### src/rtl/adm_pkg.sv
// ----------------------------------------------------------------------------
// adm_pkg: shared types and constants
// byte codes, escape phase type, queue command format and the coordinate
// digit helper used by the terminal output translator
// ----------------------------------------------------------------------------
package adm_pkg;

    localparam int QUEUE_DEPTH_DEF = 4;

    localparam logic [7:0] C_NUL   = 8'h00;
    localparam logic [7:0] C_VT    = 8'h0B;
    localparam logic [7:0] C_FF    = 8'h0C;
    localparam logic [7:0] C_SUB   = 8'h1A;
    localparam logic [7:0] C_ESC   = 8'h1B;
    localparam logic [7:0] C_RS    = 8'h1E;
    localparam logic [7:0] C_SPACE = 8'h20;
    localparam logic [7:0] C_DEL   = 8'h7F;
    localparam logic [7:0] C_EQ    = 8'h3D;
    localparam logic [7:0] C_LBRK  = 8'h5B;
    localparam logic [7:0] C_SEMI  = 8'h3B;
    localparam logic [7:0] C_UP    = 8'h41;
    localparam logic [7:0] C_RIGHT = 8'h43;
    localparam logic [7:0] C_HOME  = 8'h48;
    localparam logic [7:0] C_TWO   = 8'h32;
    localparam logic [7:0] C_ERASE = 8'h4A;
    localparam logic [7:0] C_CUR   = 8'hA4;
    localparam logic [7:0] C_COPY  = 8'hA9;
    localparam logic [7:0] C_ZERO  = 8'h30;
    localparam logic [7:0] C_OFS   = 8'd31;
    localparam logic [7:0] C_TWO_DIGIT_MIN = 8'd41;

    typedef enum logic [2:0] {
        PH_IDLE = 3'd0,
        PH_ESC  = 3'd1,
        PH_ROW  = 3'd2,
        PH_COL  = 3'd3,
        PH_DONE = 3'd4
    } t_phase;

    typedef enum logic [1:0] {
        OP_BYTE   = 2'd0,
        OP_CSI    = 2'd1,
        OP_CLEAR  = 2'd2,
        OP_CURSOR = 2'd3
    } t_op;

    typedef struct packed {
        logic       two;
        logic [7:0] hi;
        logic [7:0] lo;
    } t_coord;

    typedef struct packed {
        t_op        op;
        logic [7:0] arg;
        t_coord     row;
        t_coord     col;
    } t_cmd;

    typedef struct packed {
        logic full;
        logic empty;
    } t_q_status;

    function automatic t_coord coord_digits(input logic [7:0] v);
        t_coord     c;
        logic [7:0] d;
        logic [15:0] prod;
        logic [4:0] q;
        logic [7:0] q10;
        logic [7:0] rem;
        d    = v - C_OFS;
        prod = {8'd0, d} * 16'd205;
        q    = prod[15:11];
        q10  = {q, 3'b000} + {2'b00, q, 1'b0};
        rem  = d - q10;
        c.two = (v >= C_TWO_DIGIT_MIN);
        if (c.two) begin
            c.hi = C_ZERO + {3'b000, q};
            c.lo = C_ZERO + rem;
        end else begin
            c.hi = C_ZERO;
            c.lo = d + C_ZERO;
        end
        return c;
    endfunction

endpackage

### src/rtl/adm3a_to_ansi_output_translator_unit.sv
// ----------------------------------------------------------------------------
// adm3a_to_ansi_output_translator_unit: terminal output translator
// A new input byte is taken in every cycle while the command queue
// (QUEUE_DEPTH entries) has room; bytes that only change escape state or
// produce nothing push no command. Results leave one byte per cycle from
// the byte sequencer while the output is not stalled. An input yields
// 1 byte for a plain byte, 3 for a cursor key, 7 for clear screen and
// 6 to 8 for cursor addressing. The sustained rate is set by that sequencer.
// Cursor addressing "ESC = row col" becomes ESC [ r ; c H, the final byte of
// each input's result carrying the last flag.
// ----------------------------------------------------------------------------
module adm3a_to_ansi_output_translator_unit
    import adm_pkg::*;
#(
    parameter int QUEUE_DEPTH = QUEUE_DEPTH_DEF
) (
    input  logic       i_clk,
    input  logic       i_rst_n,
    input  logic       i_valid,
    output logic       o_stall,
    input  logic [7:0] i_in_byte,
    output logic       o_valid,
    input  logic       i_stall,
    output logic [7:0] o_out_byte,
    output logic       o_last
);

    logic      accept;
    logic      push;
    logic      pop;
    t_cmd      push_cmd;
    t_cmd      head_cmd;
    t_q_status q_status;
    t_phase    phase;

    assign o_stall = q_status.full;
    assign accept  = i_valid && !q_status.full;

    adm_front u_front (
        .i_clk     (i_clk),
        .i_rst_n   (i_rst_n),
        .i_accept  (accept),
        .i_in_byte (i_in_byte),
        .o_push    (push),
        .o_cmd     (push_cmd),
        .o_phase   (phase)
    );

    adm_cmd_queue #(
        .DEPTH (QUEUE_DEPTH)
    ) u_queue (
        .i_clk    (i_clk),
        .i_rst_n  (i_rst_n),
        .i_push   (push),
        .i_cmd    (push_cmd),
        .i_pop    (pop),
        .o_cmd    (head_cmd),
        .o_status (q_status)
    );

    adm_back u_back (
        .i_clk      (i_clk),
        .i_rst_n    (i_rst_n),
        .i_cmd      (head_cmd),
        .i_empty    (q_status.empty),
        .i_stall    (i_stall),
        .o_pop      (pop),
        .o_valid    (o_valid),
        .o_out_byte (o_out_byte),
        .o_last     (o_last)
    );

`ifndef NO_ASSERTIONS
    a_reset_clears_out: assert property (@(posedge i_clk) !i_rst_n |=> !o_valid)
        else $error("output valid after reset");

    a_no_push_full: assert property (@(posedge i_clk) disable iff (!i_rst_n)
        push |-> !q_status.full)
        else $error("push into full queue");

    a_no_pop_empty: assert property (@(posedge i_clk) disable iff (!i_rst_n)
        pop |-> !q_status.empty)
        else $error("pop from empty queue");

    a_nul_silent: assert property (@(posedge i_clk) disable iff (!i_rst_n)
        (accept && i_in_byte == C_NUL && (phase == PH_IDLE || phase == PH_ESC))
        |-> !push)
        else $error("zero byte produced output");
`endif

endmodule

### src/rtl/adm_front.sv
// ----------------------------------------------------------------------------
// adm_front: escape tracker and classifier
// follows the escape phase and held row, turns each input beat into at most
// one command for the byte sequencer
// ----------------------------------------------------------------------------
module adm_front
    import adm_pkg::*;
(
    input  logic       i_clk,
    input  logic       i_rst_n,
    input  logic       i_accept,
    input  logic [7:0] i_in_byte,
    output logic       o_push,
    output t_cmd       o_cmd,
    output t_phase     o_phase
);

    t_phase     r_phase, n_phase;
    logic [7:0] r_held_row, n_held_row;
    t_phase     base;
    logic       has_out;
    logic       printable;

    assign printable = (i_in_byte >= C_SPACE) && (i_in_byte < C_DEL);

    always_comb begin
        base = (r_phase == PH_ESC) ? PH_ESC : PH_IDLE;
    end

    always_ff @(posedge i_clk) begin
        if (!i_rst_n) begin
            r_phase    <= PH_IDLE;
            r_held_row <= 8'd0;
        end else if (i_accept) begin
            r_phase    <= n_phase;
            r_held_row <= n_held_row;
        end
    end

    always_comb begin
        n_phase    = r_phase;
        n_held_row = r_held_row;
        unique case (r_phase)
            PH_ROW: begin
                n_held_row = i_in_byte;
                n_phase    = PH_COL;
            end
            PH_COL: begin
                n_phase = PH_DONE;
            end
            default: begin
                if (r_phase == PH_DONE && i_in_byte == C_EQ) begin
                    n_phase = PH_ROW;
                end else if (i_in_byte == C_ESC) begin
                    n_phase = (base == PH_IDLE) ? PH_ESC : PH_IDLE;
                end else if (i_in_byte == C_EQ) begin
                    n_phase = (base == PH_ESC) ? PH_ROW : PH_IDLE;
                end else begin
                    n_phase = base;
                end
            end
        endcase
    end

    always_comb begin
        has_out   = 1'b0;
        o_cmd.op  = OP_BYTE;
        o_cmd.arg = i_in_byte;
        o_cmd.row = coord_digits(r_held_row);
        o_cmd.col = coord_digits(i_in_byte);
        unique case (r_phase)
            PH_ROW: begin
                has_out = 1'b0;
            end
            PH_COL: begin
                has_out  = 1'b1;
                o_cmd.op = OP_CURSOR;
            end
            default: begin
                if (r_phase == PH_DONE && i_in_byte == C_EQ) begin
                    has_out = 1'b0;
                end else if (printable && base == PH_IDLE) begin
                    has_out = 1'b1;
                end else begin
                    unique case (i_in_byte)
                        C_VT: begin
                            has_out   = 1'b1;
                            o_cmd.op  = OP_CSI;
                            o_cmd.arg = C_UP;
                        end
                        C_FF: begin
                            has_out   = 1'b1;
                            o_cmd.op  = OP_CSI;
                            o_cmd.arg = C_RIGHT;
                        end
                        C_RS: begin
                            has_out   = 1'b1;
                            o_cmd.op  = OP_CSI;
                            o_cmd.arg = C_HOME;
                        end
                        C_SUB: begin
                            has_out  = 1'b1;
                            o_cmd.op = OP_CLEAR;
                        end
                        C_ESC: begin
                            has_out = 1'b0;
                        end
                        C_EQ: begin
                            has_out = (base != PH_ESC);
                        end
                        C_CUR: begin
                            has_out   = 1'b1;
                            o_cmd.arg = C_COPY;
                        end
                        C_NUL: begin
                            has_out = 1'b0;
                        end
                        default: begin
                            has_out = 1'b1;
                        end
                    endcase
                end
            end
        endcase
    end

    assign o_push  = i_accept && has_out;
    assign o_phase = r_phase;

endmodule

### src/rtl/adm_cmd_queue.sv
// ----------------------------------------------------------------------------
// adm_cmd_queue: command queue
// small first-in first-out store between classifier and byte sequencer
// ----------------------------------------------------------------------------
module adm_cmd_queue
    import adm_pkg::*;
#(
    parameter int DEPTH = QUEUE_DEPTH_DEF
) (
    input  logic      i_clk,
    input  logic      i_rst_n,
    input  logic      i_push,
    input  t_cmd      i_cmd,
    input  logic      i_pop,
    output t_cmd      o_cmd,
    output t_q_status o_status
);

    localparam int PW = $clog2(DEPTH);
    localparam int CW = $clog2(DEPTH + 1);
    localparam logic [PW-1:0] LAST_PTR = PW'(DEPTH - 1);
    localparam logic [CW-1:0] FULL_CNT = CW'(DEPTH);

    t_cmd          r_mem [DEPTH];
    logic [PW-1:0] r_wr_ptr, n_wr_ptr;
    logic [PW-1:0] r_rd_ptr, n_rd_ptr;
    logic [CW-1:0] r_count, n_count;

    always_comb begin
        n_wr_ptr = r_wr_ptr;
        n_rd_ptr = r_rd_ptr;
        n_count  = r_count;
        if (i_push) begin
            n_wr_ptr = (r_wr_ptr == LAST_PTR) ? '0 : r_wr_ptr + 1'b1;
        end
        if (i_pop) begin
            n_rd_ptr = (r_rd_ptr == LAST_PTR) ? '0 : r_rd_ptr + 1'b1;
        end
        if (i_push && !i_pop) begin
            n_count = r_count + 1'b1;
        end else if (i_pop && !i_push) begin
            n_count = r_count - 1'b1;
        end
    end

    always_ff @(posedge i_clk) begin
        if (!i_rst_n) begin
            r_wr_ptr <= '0;
            r_rd_ptr <= '0;
            r_count  <= '0;
        end else begin
            r_wr_ptr <= n_wr_ptr;
            r_rd_ptr <= n_rd_ptr;
            r_count  <= n_count;
        end
    end

    always_ff @(posedge i_clk) begin
        if (i_push) begin
            r_mem[r_wr_ptr] <= i_cmd;
        end
    end

    assign o_cmd          = r_mem[r_rd_ptr];
    assign o_status.full  = (r_count == FULL_CNT);
    assign o_status.empty = (r_count == '0);

endmodule

### src/rtl/adm_back.sv
// ----------------------------------------------------------------------------
// adm_back: byte sequencer
// expands the head command into its ansi byte sequence, one byte per beat,
// through a registered output stage
// ----------------------------------------------------------------------------
module adm_back
    import adm_pkg::*;
(
    input  logic       i_clk,
    input  logic       i_rst_n,
    input  t_cmd       i_cmd,
    input  logic       i_empty,
    input  logic       i_stall,
    output logic       o_pop,
    output logic       o_valid,
    output logic [7:0] o_out_byte,
    output logic       o_last
);

    logic [7:0] seq [8];
    logic [3:0] len;
    logic [2:0] p;
    logic [2:0] r_step;
    logic       r_valid;
    logic [7:0] r_byte;
    logic       r_last;
    logic       issue;
    logic       at_end;

    always_comb begin
        for (int k = 0; k < 8; k++) begin
            seq[k] = C_HOME;
        end
        p   = 3'd3;
        len = 4'd1;
        seq[0] = C_ESC;
        seq[1] = C_LBRK;
        case (i_cmd.op)
            OP_BYTE: begin
                seq[0] = i_cmd.arg;
                len    = 4'd1;
            end
            OP_CSI: begin
                seq[2] = i_cmd.arg;
                len    = 4'd3;
            end
            OP_CLEAR: begin
                seq[2] = C_TWO;
                seq[3] = C_ERASE;
                seq[4] = C_ESC;
                seq[5] = C_LBRK;
                seq[6] = C_HOME;
                len    = 4'd7;
            end
            default: begin
                if (i_cmd.row.two) begin
                    seq[2] = i_cmd.row.hi;
                    seq[3] = i_cmd.row.lo;
                    p      = 3'd4;
                end else begin
                    seq[2] = i_cmd.row.lo;
                    p      = 3'd3;
                end
                seq[p] = C_SEMI;
                if (i_cmd.col.two) begin
                    seq[3'(p + 3'd1)] = i_cmd.col.hi;
                    seq[3'(p + 3'd2)] = i_cmd.col.lo;
                    seq[3'(p + 3'd3)] = C_HOME;
                    len = {1'b0, p} + 4'd4;
                end else begin
                    seq[3'(p + 3'd1)] = i_cmd.col.lo;
                    seq[3'(p + 3'd2)] = C_HOME;
                    len = {1'b0, p} + 4'd3;
                end
            end
        endcase
    end

    assign issue  = !i_empty && (!r_valid || !i_stall);
    assign at_end = ({1'b0, r_step} == (len - 4'd1));
    assign o_pop  = issue && at_end;

    always_ff @(posedge i_clk) begin
        if (!i_rst_n) begin
            r_valid <= 1'b0;
            r_step  <= 3'd0;
        end else begin
            if (issue) begin
                r_valid <= 1'b1;
                r_step  <= at_end ? 3'd0 : r_step + 3'd1;
            end else if (!i_stall) begin
                r_valid <= 1'b0;
            end
        end
    end

    always_ff @(posedge i_clk) begin
        if (issue) begin
            r_byte <= seq[r_step];
            r_last <= at_end;
        end
    end

    assign o_valid    = r_valid;
    assign o_out_byte = r_byte;
    assign o_last     = r_last;

endmodule
### config.mk
export PLATFORM = sky130hd
export DESIGN_NAME = adm3a_to_ansi_output_translator_unit
export DESIGN_NICKNAME = d
export VERILOG_FILES = /design/src/rtl/adm_pkg.sv /design/src/rtl/adm3a_to_ansi_output_translator_unit.sv /design/src/rtl/adm_front.sv /design/src/rtl/adm_cmd_queue.sv /design/src/rtl/adm_back.sv
export SDC_FILE = /design/constraint.sdc
export NUM_CORES = 1
export LEC_CHECK = 0
export ABC_AREA = 1
export BUFFER_PORTS_ARGS = -buffer_cell sky130_fd_sc_hd__buf_2
export CELL_PAD_IN_SITES_DETAIL_PLACEMENT = 0
export CELL_PAD_IN_SITES_GLOBAL_PLACEMENT = 2
export CORE_ASPECT_RATIO = 0.6
export CORE_MARGIN = 3
export CORE_UTILIZATION = 44
export CTS_CLUSTER_SIZE = 10
export DETAILED_ROUTE_END_ITERATION = 8
export PLACE_DENSITY_LB_ADDON = 0.1
export SYNTH_ARGS = -nofsm -noshare
export SYNTH_HDL_FRONTEND = slang
export SYNTH_SLANG_ARGS = --single-unit
### constraint.sdc
create_clock -name i_clk -period 18.7 [get_ports i_clk]
set_clock_uncertainty 0.15 [all_clocks]
set_input_delay 3.74 -clock i_clk [delete_from_list [all_inputs] [get_ports i_clk]]
set_output_delay 3.74 -clock i_clk [all_outputs]
set_load 0.01 [all_outputs]
==> impl_metrics.yaml, run 1 <==
sta:
  setup_ws_ns: 8.49
  hold_violations: 0
  max-slew-margin-rel: 0.426
  setup_violations: 0
  rsz0062_at_grt: "no"
  setup_tns_ns: 0
  fin_crit_ns: 10.21
  finalCritPeriodShare: 0.546
  tightest_slew_ns: 0.859
  maxClockFrequency_mhz: 97.9
  drv_slew: 0
detailed_routing:
  vias: 9647
  viasPerCell: 5.21
  wl_per_cell_um: 18.0
  ant_nets: 0
  post-route-drc-count: 0
  drt_iter0_drc: 984
  wl_mm: 33.4
  dr.pass1.iters: 7
setup_path:
  critPathLaunchType: "input port"
  critPathKind: "in2reg"
  path_common_cell: "nand2_1"
  crit_family: "adder cells"
  worst_setup_path_end_kind: "register"
  cp.arrival_ns: 10.24
  crit_slowest_cell: "xor2_1"
  critPathMaxFanout: 11
  cpPeakStageDelay_ns: 0.61
  cp_data_required_time_ns: 18.73
  worst-path-buf-inv: 7
yosys:
  ys_ff_latch: 193
  synth_area_um2: 12900
  yosysTopAreaCell: "edfxtp_1"
  synthCells: 1462
  synth_edf_count: 169
  synth_top_area_frac: 0.393
  ys_seq_area_frac: 0.430
  syn_nets: 1636
  yosys_most_used_dff: "edfxtp_1"
  synth_area_leaders: "edfxtp_1 (39%), ha_1 (13%), nand2_1 (9.4%)"
  synth.distinct_cells: 52
  async_flop_share: 0
  syn_area_per_cell_um2: 8.83
  yosysWarnings: 0
global_routing:
  grt_pass1_wl_mm: 53.6
  grt.overflow.total: 0
  grt_pass1_vias: 9262
  grt_usage: 0.221
  antenna_found_initial: 0
  grt_max_degree: 74
place:
  placed_cell_area_um2: 13300
  dp_cells: 1819
  io_buffers: 22
  gp_congestion: 0.849
  dp_hpwl_mm: 24.4
  dpl_worst_slack_ns: 8.10
final_layout:
  final_nets: 1645
  final_cell_mix: "nand2_1 (323), inv_1 (208), edfxtp_1 (169)"
  instances_no_fill: 1851
  final_cell_area_um2: 13900
  num_antenna_cells: 0
  area_growth_syn_to_layout_pct: 7.64
  drive_gt1_frac: 0.0708
  final_common_cell: "nand2_1"
floorplanning:
  core_area_um2: 28200
  die_area_um2: 31500
  initial_core_util: 0.457
  die_w_um: 227
  boundaryPins: 23
  die_h_um: 139
  std_cell_rows: 47
clocking:
  postCtsResizedCells: 0
  clkTransAtPathRegs_ns: 0.07
  cts_tree: "done"
  clkSinkCount: 193
  cts_hold_buf: 0
  htree_levels: 4
  post_cts_buffers: 0
  cts_root_buf: "clkbuf_16"
  worstSkewPairLatency_ns: 0.45
  clockBufferDepth: 2
  cts_buffers: 17
pwr:
  ir_worst_vdd_mv: 0.161
  p_leak_nw: 6.24
  power_mw: 1.99
  powerDensity_nw_per_um2: 143
run:
  max-cap-violations: 0
status:
  status: "completed"
worst_hold_path:
  hp-class: "reg2reg"
==> per-layer routing <==
metal  vias to the layer above  routed length [µm]  GRT usage
li1                       4864                   -          -
met1                      4537               18300      0.362
met2                       224               12900      0.299
met3                        22                1940     0.0470
met4                         0                 286     0.0373
met5                         -                   0          0
==> power by group <==
group / leakage [nW] / internal [mW] / total [mW] / switching [mW]
clock: 0.291 / 0.201 / 0.372 / 0.171
combinational: 4.21 / 0.315 / 0.948 / 0.633
sequential: 1.73 / 0.643 / 0.670 / 0.0267
total: 6.24 / 1.16 / 1.99 / 0.830
==> synth_stat cells, types with 2 or more instances <==
library cell and instances:
a31o_2 3, nor2_1 133, inv_2 8, nand3b_1 7, o21ai_1 13, nor2_2 2, o21bai_1 7, fa_1 26
nand2_1 323, a41oi_1 3, nand3_1 97, o21ai_0 81, a32oi_1 2, buf_6 11, xnor2_1 11, a32o_1 3
nand4_1 6, o21ai_2 2, nor3_1 10, buf_4 5, a31oi_1 5, clkinv_1 2, o211ai_1 8, clkbuf_1 8
a21o_1 2, buf_2 17, dfxtp_1 24, a21oi_1 63, nand2_4 2, ha_1 136, edfxtp_1 169, xor2_1 23
o31ai_1 2, o22ai_1 12, inv_1 208, nand2_2 9, or2_2 4
==> worst paths after layout <==
path                         startpoint               endpoint  slack, ns  cells after the start
setup reg to reg  u_front.r_held_row[0]   u_queue.r_mem[3][24]      11.16                     31
hold reg to reg   u_front.r_held_row[4]  u_front.r_held_row[4]       0.34                      2
setup / recovery           i_in_byte[0]    u_queue.r_mem[1][7]       8.49                     36
hold / removal    u_front.r_held_row[4]  u_front.r_held_row[4]       0.34                      2
==> kinds of logic (layout without fill, tap and decap cells) <==
| group | Yosys count | in the layout | share of synthesized area |
|---|---|---|---|
| simple gates | 600 | 600 | 0.194 |
| compound gates | 212 | 212 | 0.0943 |
| xor+xnor | 34 | 34 | 0.0231 |
| buf+inv | 261 | 283 | 0.0860 |
| fa+ha+maj | 162 | 162 | 0.172 |
| flops | 193 | 193 | 0.430 |
==> per-stage QoR <==
stage,util,hold WS [ns]
after floorplan,-,0.297
after global placement,0.471,0.322
after detailed placement,0.471,0.326
after CTS,0.492,0.336
after global routing,0.492,0.364
final,0.492,0.337
==> layout make-up <==
class | instances | area [µm²]
Sequential cell | 193 | 5560
Clock inverter | 15 | 169
Timing Repair Buffer | 31 | 178
Inverter | 220 | 833
Clock buffer | 17 | 425
Fill cell | 2674 | 14300
Multi-Input combinational cell | 1008 | 6280
Tap cell | 367 | 459
==> worst reg2reg max path, delay by kind of cell (launching register included) <==
| kind | cells | cell delay [ns] |
|---|---|---|
| AND/OR/NAND/NOR | 10 | 1.30 |
| flip-flops | 1 | 0.41 |
| AO/OA/AOI/OAI | 4 | 0.70 |
| adder cells (fa/ha/maj) | 8 | 3.13 |
| buffers and inverters | 6 | 0.68 |
| XOR/XNOR | 3 | 0.88 |
==> state kept, by name, indices dropped and copies added, names as in the netlist, named ones only <==
name and flops:
u_front.o_phase 3, u_back.o_valid 1, u_queue.r_wr_ptr 2, u_front.r_held_row 8
u_queue.r_count 3, u_back.o_out_byte 8, u_queue.r_mem 160, u_back.r_step 3
u_back.o_last 1, u_queue.r_rd_ptr 2
(Power assumes the default switching activity.)
==> run 2: changes to the inputs <==
Settings changed: CORE_UTILIZATION 44 to 41.
Clock period 18.7 ns to 9.5 ns, I/O delays scaled along.
==> impl_metrics.yaml, run 2 (synthesis gave the netlist of run 1 again) <==
final_layout:
  top_register: "u_queue.r_mem"
  drive_gt1_frac: 0.0713
  final_cell_mix: "nand2_1 (323), inv_1 (208), edfxtp_1 (169)"
  final_nets: 1648
  ff_latch_area_um2: 5560
  finish.utilization: 0.458
  n_fill_cell: 3030
  multi_input_comb_area_um2: 6280
  num_antenna_cells: 0
  final_common_cell: "nand2_1"
  largest_reg_flops: 160
  area_growth_syn_to_layout_pct: 8.11
pwr:
  powerDensity_nw_per_um2: 283
  power_mw: 3.95
  ir_worst_vdd_mv: 0.205
  clockPowerShare: 0.183
  seqPwrFrac: 0.334
  power_switching_mw: 1.67
  comb_power_share: 0.483
  p_leak_nw: 6.24
  internal_power_mw: 2.28
  switching_share: 0.422
setup_path:
  critPathMaxFanout: 11
  worstSetupPathDepth: 36
  r2r-start: "u_front.r_held_row[0]"
  worst-path-buf-inv: 10
  cp_data_required_time_ns: 9.53
  critPathLaunchType: "input port"
  rr_worst_depth: 31
  critPathKind: "in2reg"
  r2r_slack_ns: 1.90
  r2r_end: "u_queue.r_mem[3][24]"
  cp.arrival_ns: 8.17
  crit_family: "adder cells"
  path_common_cell: "inv_1"
  worst_setup_path_end_kind: "register"
  cpPeakStageDelay_ns: 0.53
  crit_slowest_cell: "fa_1"
global_routing:
  antenna_found_initial: 0
  grt_pass1_vias: 9074
  grt_usage: 0.208
  grt.overflow.total: 0
  grt_max_degree: 74
  grt_pass1_wl_mm: 53.4
floorplanning:
  std_cell_rows: 49
  die_w_um: 235
  boundaryPins: 23
  initial_core_util: 0.424
  die_h_um: 143
  core_area_um2: 30500
  die_area_um2: 33700
detailed_routing:
  drt_iter0_drc: 807
  wl_mm: 34.2
  post-route-drc-count: 0
  wl_per_cell_um: 18.1
  ant_nets: 0
  vias: 9636
  viasPerCell: 5.08
  dr.pass1.iters: 6
clocking:
  cts_hold_buf: 0
  clkSinkCount: 193
  postCtsResizedCells: 0
  worstSkewPairLatency_ns: 0.45
  cts_buffers: 17
  htree_levels: 4
  cts_root_buf: "clkbuf_16"
  clockBufferDepth: 2
  post_cts_buffers: 0
  clkTransAtPathRegs_ns: 0.07
  cts_tree: "done"
place:
  io_buffers: 22
  gp_congestion: 0.858
  dp_hpwl_mm: 25.4
worst_hold_path:
  hp-class: "reg2reg"
  hold-path-cell-count: 2
  hold_end: "u_front.r_held_row[4]"
  worst_hold_startpoint: "u_front.r_held_row[4]"
sta:
  drv_slew: 0
  finalCritPeriodShare: 0.856
  whs_ns: 0.340
  setup_tns_ns: 0
  max-slew-margin-rel: 0.417
  setup_violations: 0
  rsz0062_at_grt: "no"
  maxClockFrequency_mhz: 123
  tightest_slew_ns: 0.874
  hold_violations: 0
  fin_crit_ns: 8.14
status:
  status: "completed"
run:
  max-cap-violations: 0
## run 2: cell count changes in the layout (fill, tap and decap cells not counted), sizes merged
cell      previous run  this run
clkbuf              17        18
clkinv               6         5
buf                 31        34
clkinvlp             1         3
inv                226       224
## run 2: power by group through the flow
stage	logic [mW]	registers [mW]	clock network, mW
after CTS	1.89	1.32	0.738
after detailed placement	1.88	1.34	0
after floorplan	1.33	1.33	0
final	1.91	1.32	0.724
after global routing	2.16	1.33	0.775
after global placement	1.90	1.34	0
## run 2: cell type report
cell class	count	share of cell area
Timing Repair Buffer	34	0.0143
Tap cell	408	0.0366
Clock inverter	14	0.0109
Clock buffer	18	0.0307
Sequential cell	193	0.398
Multi-Input combinational cell	1008	0.450
Inverter	220	0.0597
## run 2: routing by layer
metal,vias to the layer above,share of wire,global-route usage
met5,-,0,0
met4,0,0.0062,0.0386
met3,16,0.048,0.0307
met2,207,0.39,0.292
met1,4546,0.56,0.337
li1,4867,-,-
## run 2: worst register-to-register path, delay by kind of cell (launching register included)
| kind | cells | cell delay [ns] |
|---|---|---|
| compound gates | 4 | 0.75 |
| fa+ha+maj | 8 | 3.12 |
| simple gates | 10 | 1.22 |
| buf+inv | 6 | 0.71 |
| flops | 1 | 0.43 |
| xor+xnor | 3 | 0.92 |
## run 2: worst max-delay path by stage
stage / from / endpoint
after floorplan: i_in_byte[0] / u_queue.r_mem[0][7]
after global placement: i_in_byte[0] / u_queue.r_mem[0][6]
after detailed placement: i_in_byte[0] / u_queue.r_mem[2][7]
after CTS: i_in_byte[0] / u_queue.r_mem[0][7]
after global routing: i_in_byte[0] / u_queue.r_mem[0][7]
final: i_in_byte[0] / u_queue.r_mem[0][7]
## run 2: metrics by stage
step / setup slack, ns / instance area [µm²] / std cells
6_report: 1.36 / 14000 / 1895
2_1_floorplan: 1.64 / 12900 / 1462
3_5_place_dp: 0.947 / 13400 / 1863
5_1_grt: 0.882 / 14000 / 1895
3_3_place_gp: 1.01 / 13400 / 1863
4_1_cts: 1.41 / 14000 / 1895
